[src/rtl/mrm_pkg.sv]
// Shared types and constants for the 4x4 matrix row multiply unit.
// Used by mrm_bmat, mrm_lane and matrix4_row_multiply_unit; depends on nothing.
`default_nettype none

package mrm_pkg;

    // Matrix shape and number format.
    localparam int MATRIX_DIM = 4;
    localparam int FRAC_BITS  = 16;
    localparam int NUM_COLS   = 4;
    localparam int WORD_W     = 32;
    localparam int PROD_W     = 2 * WORD_W;
    localparam int ACC_W      = PROD_W + $clog2(MATRIX_DIM);
    localparam int LANES      = (MATRIX_DIM < NUM_COLS) ? MATRIX_DIM : NUM_COLS;

    // Stream layout.
    localparam int IN_DATA_W  = (NUM_COLS + 1) * WORD_W;
    localparam int IN_USER_W  = 5;
    localparam int OUT_DATA_W = NUM_COLS * WORD_W;

    localparam logic [WORD_W-1:0] FIX_ONE  = WORD_W'(1) << FRAC_BITS;
    localparam logic [WORD_W-1:0] WORD_MAX = {1'b0, {(WORD_W-1){1'b1}}};
    localparam logic [WORD_W-1:0] WORD_MIN = {1'b1, {(WORD_W-1){1'b0}}};

    // Operation codes carried in the request.
    localparam logic [2:0] MODE_LOAD  = 3'd0;
    localparam logic [2:0] MODE_MUL   = 3'd1;
    localparam logic [2:0] MODE_ADD   = 3'd2;
    localparam logic [2:0] MODE_SUB   = 3'd3;
    localparam logic [2:0] MODE_SCALE = 3'd4;

    typedef logic [WORD_W-1:0] word_t;
    typedef word_t [MATRIX_DIM-1:0] row_t;
    typedef row_t [MATRIX_DIM-1:0] bmat_t;

    // Load strobes for the three lane pipeline stages.
    typedef struct packed {
        logic s1;
        logic s2;
        logic s3;
    } stage_en_t;

    // Operands handed to one column lane.
    typedef struct packed {
        logic [2:0] mode;
        row_t       row;
        row_t       mult_b;
        word_t      as_a;
        word_t      as_b;
    } lane_in_t;

endpackage

`default_nettype wire

[src/rtl/mrm_bmat.sv]
// Register file holding the right-hand matrix B, reset to the identity.
// Depends on mrm_pkg for the matrix shape and word types.
`default_nettype none

module mrm_bmat
    import mrm_pkg::*;
(
    input  wire logic       clk,
    input  wire logic       rst_n,
    input  wire logic       wr_en,
    input  wire logic [1:0] wr_row,
    input  wire row_t       wr_data,
    output bmat_t           bmat
);

    bmat_t bmat_reg;

    always_ff @(posedge clk or negedge rst_n)
    begin
        if (!rst_n)
        begin
            for (int i = 0; i < MATRIX_DIM; i++)
            begin
                for (int j = 0; j < MATRIX_DIM; j++)
                begin
                    bmat_reg[i][j] <= (i == j) ? FIX_ONE : '0;
                end
            end
        end
        else if (wr_en)
        begin
            // A row number beyond the matrix matches no row and is dropped.
            for (int i = 0; i < MATRIX_DIM; i++)
            begin
                if (int'(wr_row) == i)
                begin
                    bmat_reg[i] <= wr_data;
                end
            end
        end
    end

    assign bmat = bmat_reg;

endmodule

`default_nettype wire

[config.mk]
export PLATFORM = sky130hd
export DESIGN_NAME = mrm_bmat
export DESIGN_NICKNAME = d
export VERILOG_FILES = /design/src/rtl/mrm_pkg.sv /design/src/rtl/mrm_bmat.sv
export SDC_FILE = /design/constraint.sdc
export NUM_CORES = 1
export LEC_CHECK = 0
export BUFFER_PORTS_ARGS = -buffer_cell sky130_fd_sc_hd__buf_4
export CORE_AREA = 3 3 252 254
export CTS_BUF_LIST = sky130_fd_sc_hd__clkbuf_16
export DETAILED_ROUTE_END_ITERATION = 8
export DIE_AREA = 0 0 255 257
export MAX_ROUTING_LAYER = met4
export RECOVER_POWER = 25
export SETUP_SLACK_MARGIN = 0.02
export SLEW_MARGIN = 20
export SYNTH_ARGS = -nofsm -noshare
export SYNTH_HDL_FRONTEND = slang
export SYNTH_SLANG_ARGS = --single-unit
[constraint.sdc]
create_clock -name clk -period 2.25 [get_ports clk]
set_input_delay 0.45 -clock clk [delete_from_list [all_inputs] [get_ports clk]]
set_output_delay 0.45 -clock clk [all_outputs]
set_load 0.02 [all_outputs]
* Word level (Yosys, flattened, before mapping)
Index checks and enable logic that the tools add are counted.
** Storage, ports and cells
- Word-level logic and storage cells :: 24
- Bits in registers :: 512
- Bits of input ports :: 133
- Output and inout bits :: 512
** Cells by class
- Reduce and logical (&&, ||, !) cells :: 5
- Equality and inequality tests :: 3
** Operators with widths (count)
- $reduce_and 2->1 :: 4
- $eq 2x2->1 const B :: 2
- $eq 2x1->1 const B :: 1
- $logic_not 2->1 :: 1

* Longest topological paths before layout
Gate-level depths: netlist of the first run.
- Depth in word-level cells :: 2
- Depth in mapped cells :: 4
- Depth with buffers taken out :: 2

* Worst setup path after synthesis of the first run
Ideal clock, no wire load.
- Kind :: input port to flip-flop
- Start point :: input wr_row[0]
- End point :: register bmat_reg (netlist bit bmat[0])
- Arrival :: 1319 ps
- Stages on the path :: 4
- Path buffers :: 2
- Data required time :: 2125 ps
- Setup time :: 125 ps
- Setup slack :: 806 ps
- Cell sequence :: nor3b_2 -> buf_4 -> buf_6 -> mux2_2
** On the way
- Longest elaborated chain between the ends :: 2
** Ends and longest elaborated chain
- start, declared :: line mrm_bmat.sv:11 : input wire logic [1:0] wr_row,
- $logic_not 2->1 :: line mrm_bmat.sv:35 : if (int'(wr_row) == i)
- $reduce_and 2->1 (no source line)
- end signal, assigned by index :: line mrm_bmat.sv:26 : bmat_reg[i][j] <= (i == j) ? FIX_ONE : '0;
- end signal, assigned by index :: line mrm_bmat.sv:37 : bmat_reg[i] <= wr_data;
- end, declared :: line mrm_bmat.sv:16 : bmat_t bmat_reg;
Every way passes these cells.
A chain may end at the register's enable or synchronous reset.

* Final worst setup path of the first run
- Start point :: input wr_row[1]
- End point :: register bmat_reg (netlist bit bmat[428])
** On the way
- Longest elaborated chain between the ends :: 2
** Ends and longest elaborated chain (line)
- $eq 2x1->1 :: mrm_bmat.sv:35
- $reduce_and 2->1 (no source line)
Every way passes these cells.

==> results of run 1 <==
## area by class of cell
class | count | area (sq um)
fill | 5600 | 34800
clock buffer | 56 | 1400
clock inverter | 45 | 328
timing repair buffer | 690 | 5400
sequential | 512 | 12800
tap | 790 | 988
multi-input combinational | 516 | 5790
## cells by family after synthesis
group,count (synthesis),synth area share
flops,512,0.674
simple gates,4,0.00171
mux,512,0.303
buf+inv,56,0.0204
## stage by stage
stage / instance area (sq um) / util / std cells / setup slack, ps
6_report: 26700 / 0.435 / 2609 / 366
5_1_grt: 26700 / 0.435 / 2609 / 269
4_1_cts: 26900 / 0.437 / 2609 / 475
3_5_place_dp: 25100 / 0.408 / 2507 / 351
3_3_place_gp: 25100 / 0.408 / 2507 / 375
2_1_floorplan: 19000 / - / 1084 / 806
## routing by layer
layer	vias to the layer above	part of all wire	track usage
met4	0	0.035	0.0621
li1	5241	-	-
met2	394	0.51	0.292
met5	-	0	-
met1	6183	0.38	0.190
met3	106	0.075	0.0476
## critical path: cells and delay by family
| family | cells | cell delay, ps |
|---|---|---|
| muxes | 1 | 410 |
| and+or+nand+nor | 1 | 120 |
| buffers and inverters | 3 | 1320 |
## where the power goes
group / switching, W / internal, W
clock network: 0.00373 / 0.00497
registers: 0.000980 / 0.0110
logic: 0.00424 / 0.00357
total: 0.00895 / 0.0195
## synth_stat cells
| master | count | area (sq um) |
|---|---|---|
| mux2_1 | 210 | 2360 |
| buf_2 | 28 | 140 |
| nor3b_2 | 1 | 12.5 |
| buf_6 | 10 | 113 |
| nand3_1 | 1 | 5.00 |
| buf_4 | 18 | 135 |
| dfstp_2 | 4 | 105 |
| dfrtp_1 | 508 | 12700 |
| mux2_2 | 302 | 3400 |
| nand3b_1 | 2 | 15.0 |
## repair_timing
action / 4_1_cts / 5_1_grt
resized for setup: 0 / 0
hold endpoints to repair: 25 / 0
hold buffers: 1 / 0
## final timing paths
| kind | start | end | slack (ps) |
|---|---|---|---|
| worst max-delay path | wr_row[1] | bmat[428] | 370 |
| worst min-delay path | wr_data[8] | bmat[136] | 90 |
| worst max register to register | bmat[349] | bmat[349] | 1420 |
| worst min register to register | bmat[214] | bmat[214] | 490 |
| max in group asynchronous | rst_n | bmat[188] | 510 |
| min in group asynchronous | rst_n | bmat[393] | 630 |
==> flow_summary_export.csv, run 1 <==
group,metric,value,unit
floorplan,dieArea,65500,sq um
setup_path,slowest_delay,790,ps
routing,final_antenna_net_count,0,
worst_hold_path,whs_path_depth,2,
sta,maxSlewHeadroom,0.231,
setup_path,setup.worst_path.class,"input port to register",
synth,netlist_area,19000,sq um
power_and_ir_drop,power,0.0285,W
floorplan,dieWidth,255,um
setup_path,worstRegToRegCells,1,
sta,rsz0062_at_grt,"no",
cells_and_area,drive_gt1_frac,0.589,
floorplan,rows,91,
global_route,grt_pass1_wl,83500,um
synth,avgSynthCellArea,17.5,sq um
floorplan,start_util,0.309,
routing,drtPass1Iterations,4,
clock_tree,clock_path_buffers,3,
sta,fmax,0.531,GHz
cells_and_area,final_common_cell,"buf_4",
clock_tree,clk_pin_slew,60,ps
floorplan,core-area,61500,sq um
clock_tree,cts_tree,"yes",
run_status,status,"complete, no violations",
cells_and_area,layout_common_cells,"656 x buf_4, 508 x dfrtp_1, 302 x mux2_2",
routing,dr.first_iter.drc_count,372,
worst_hold_path,hold_path_class,"input port to register",
synth,synth_cells,1084,
global_route,track_usage,0.171,
setup_path,critPathSlowestCell,"clkbuf_2",
global_route,first_global_vias,13100,
synth,yosysWarnings,0,
clock_tree,root_buffer,"clkbuf_16",
power_and_ir_drop,power_density,1060,nW/um^2
floorplan,io_pins,645,
synth,synth.distinct_cells,10,
synth,ys_seq_area_frac,0.674,
setup_path,crit_top_cell,"clkbuf_2",
setup_path,cp.arrival,2340,ps
clock_tree,post-cts-setup-buffers,0,
synth,ys_ff_latch,512,
cells_and_area,synthToLayoutAreaGrowth,40.6,%
cells_and_area,layout.nets,1909,
global_route,overflow,0,
sta,fin_crit,1880,ps
place,place_hpwl,40900,um
setup_path,critPathMaxFanout,29,
floorplan,die_y,257,um
clock_tree,clk_latency,600,ps
place,gp_congestion,0.786,
cells_and_area,diodes,0,
place,io_buffers,644,
sta,hold_viol,0,
clock_tree,htree_levels,2,
clock_tree,cts_buffers,56,
synth,synthesis.nets,1217,
sta,tightest_slew,1150,ps
sta,clock-skew-final,0,ps
cells_and_area,largest_reg_flops,512,
global_route,antenna_found_initial,0,
setup_path,start_kind,"input port",
sta,finalSetupTns,0,ps
global_route,grt_max_degree,65,
power_and_ir_drop,ir_worst_vdd,0.636,mV
setup_path,cp-end-kind,"register",
job,max-cap-violations,0,
clock_tree,cts.sinks,512,
routing,avgViaCountPerCell,4.57,
sta,finalMaxSlewViolations,0,
sta,post-route-period-util,0.837,
routing,drc_errors,0,
sta,finalSetupViolCount,0,
routing,avgRoutedWirePerCell,21.2,um
setup_path,required,2710,ps
routing,num_vias,11900,
sta,holdWs,94.3,ps
power_and_ir_drop,p_leak,12.5,nW
routing,finalWirelength,55400,um
setup_path,path_cells,"buf_4, nand3_1, clkbuf_2, clkbuf_2, mux2_2",
(Power assumes the default switching activity.)
==> run 2: changes to the inputs <==
- CORE_AREA: 3 3 252 254 -> 3 3 251 253
- DIE_AREA: 0 0 255 257 -> 0 0 254 256
- clock period: 2.25 -> 1.9 ns (I/O delays scaled with it)
==> flow_summary_export.csv, run 2 (synthesis gave the netlist of run 1 again) <==
group,metric,value,unit
routing,dr.first_iter.drc_count,388,
global_route,first_global_vias,13300,
sta,tightest_slew,1250,ps
global_route,antenna_found_initial,0,
routing,num_vias,12300,
sta,finalMaxSlewViolations,0,
setup_path,reg2reg_from,"bmat[195]",
worst_hold_path,hold_path_class,"input port to register",
global_route,overflow,0,
routing,drt-met1-wl,21700,um
worst_hold_path,whs_path_depth,2,
place,io_buffers,644,
cells_and_area,layout_common_cells,"671 x buf_4, 508 x dfrtp_1, 301 x mux2_2",
cells_and_area,diodes,0,
setup_path,start_kind,"input port",
clock_tree,cts_tree,"yes",
sta,finalSetupTns,0,ps
global_route,grt_max_degree,67,
clock_tree,htree_levels,2,
setup_path,cp-end-kind,"register",
setup_path,worstRegToRegCells,1,
floorplan,core-area,61300,sq um
clock_tree,clock_path_buffers,3,
setup_path,setup.worst_path.class,"input port to register",
routing,drtPass1Iterations,4,
place,dp.cells,2535,
power_and_ir_drop,ir_worst_vdd,0.652,mV
sta,clock-skew-final,0,ps
routing,avgViaCountPerCell,4.57,
clock_tree,cts_buffers,55,
cells_and_area,synthToLayoutAreaGrowth,44.6,%
place,gp_congestion,0.806,
setup_path,required,2360,ps
floorplan,dieArea,65000,sq um
worst_hold_path,hold_path_end,"bmat[370]",
cells_and_area,layout.nets,1985,
routing,finalWirelength,56600,um
routing,avgRoutedWirePerCell,21.1,um
global_route,grt_pass1_wl,85600,um
floorplan,dieWidth,254,um
sta,maxSlewHeadroom,0.167,
routing,wl_met3,4770,um
sta,setup_ws,167,ps
power_and_ir_drop,power_density,1240,nW/um^2
worst_hold_path,hold_start,"wr_data[114]",
sta,hold_viol,0,
setup_path,path_cells,"clkbuf_1, nand3b_1, clkbuf_2, buf_12, mux2_1",
sta,finalSetupViolCount,0,
clock_tree,clk_latency,580,ps
global_route,track_usage,0.177,
routing,drc_errors,0,
power_and_ir_drop,p_leak,12.8,nW
run_status,status,"complete, no violations",
clock_tree,cts.sinks,512,
sta,rsz0062_at_grt,"no",
sta,fmax,0.577,GHz
cells_and_area,postLayoutCellArea,27500,sq um
routing,top_layer,"met4",
floorplan,rows,91,
floorplan,die_y,256,um
place,place_area,25400,sq um
setup_path,critPathTopFamily,"buffers and inverters",
setup_path,regToRegSetupSlack,1060,ps
place,place_ws,104,ps
floorplan,start_util,0.310,
setup_path,critPathMaxFanout,23,
setup_path,r2r-end,"bmat[195]",
setup_path,cp.arrival,2190,ps
setup_path,slowest_delay,930,ps
cells_and_area,largest_reg_flops,512,
job,max-cap-violations,0,
clock_tree,clk_pin_slew,60,ps
place,place_hpwl,42600,um
setup_path,critPathSlowestCell,"clkbuf_2",
sta,fin_crit,1730,ps
clock_tree,root_buffer,"clkbuf_16",
cells_and_area,stdcell_count,2687,
cells_and_area,final_common_cell,"buf_4",
routing,wl_met2,28300,um
sta,post-route-period-util,0.912,
routing,final_antenna_net_count,0,
cells_and_area,drive_gt1_frac,0.574,
clock_tree,post-cts-setup-buffers,0,
setup_path,crit_buf_inv,3,
floorplan,io_pins,645,
## run 2: worst max path at each step
stage / from / to / depth (start not counted)
6_report: wr_row[1] / bmat[335] / 5
5_1_grt: rst_n / bmat[132] / 3
4_1_cts: bmat[16] / bmat[16] / 1
3_5_place_dp: wr_row[0] / bmat[49] / 5
3_3_place_gp: wr_row[0] / bmat[46] / 5
2_1_floorplan: wr_row[0] / bmat[0] / 4
## run 2: power by group
group | internal (W) | switching, W
logic | 0.00431 | 0.00508
clock network | 0.00614 | 0.00435
registers | 0.0130 | 0.00116
## run 2: metal layers
layer  global-route usage  vias to the layer above
met4               0.0565                        0
met1                0.200                     6360
met2                0.295                      428
met5                    -                        -
li1                     -                     5388
met3               0.0584                       96
## run 2: cell type report
type,instances,area (sq um)
sequential,512,12800
tap,790,988
multi-input combinational,516,5790
clock inverter,46,377
fill,5530,33800
clock buffer,56,1400
timing repair buffer,767,6100
## run 2: metrics by stage
step	hold WS (ps)	power [W]	utilization
2_1_floorplan	84.4	0.0186	-
3_3_place_gp	322	0.0236	0.414
6_report	47.4	0.0340	0.449
5_1_grt	6.50	0.0356	0.449
3_5_place_dp	331	0.0238	0.414
4_1_cts	0.167	0.0346	0.452
## run 2: timing repair
action	4_1_cts	5_1_grt
hold buffers	50	0
gates resized for setup	0	0
hold endpoints to repair	109	0
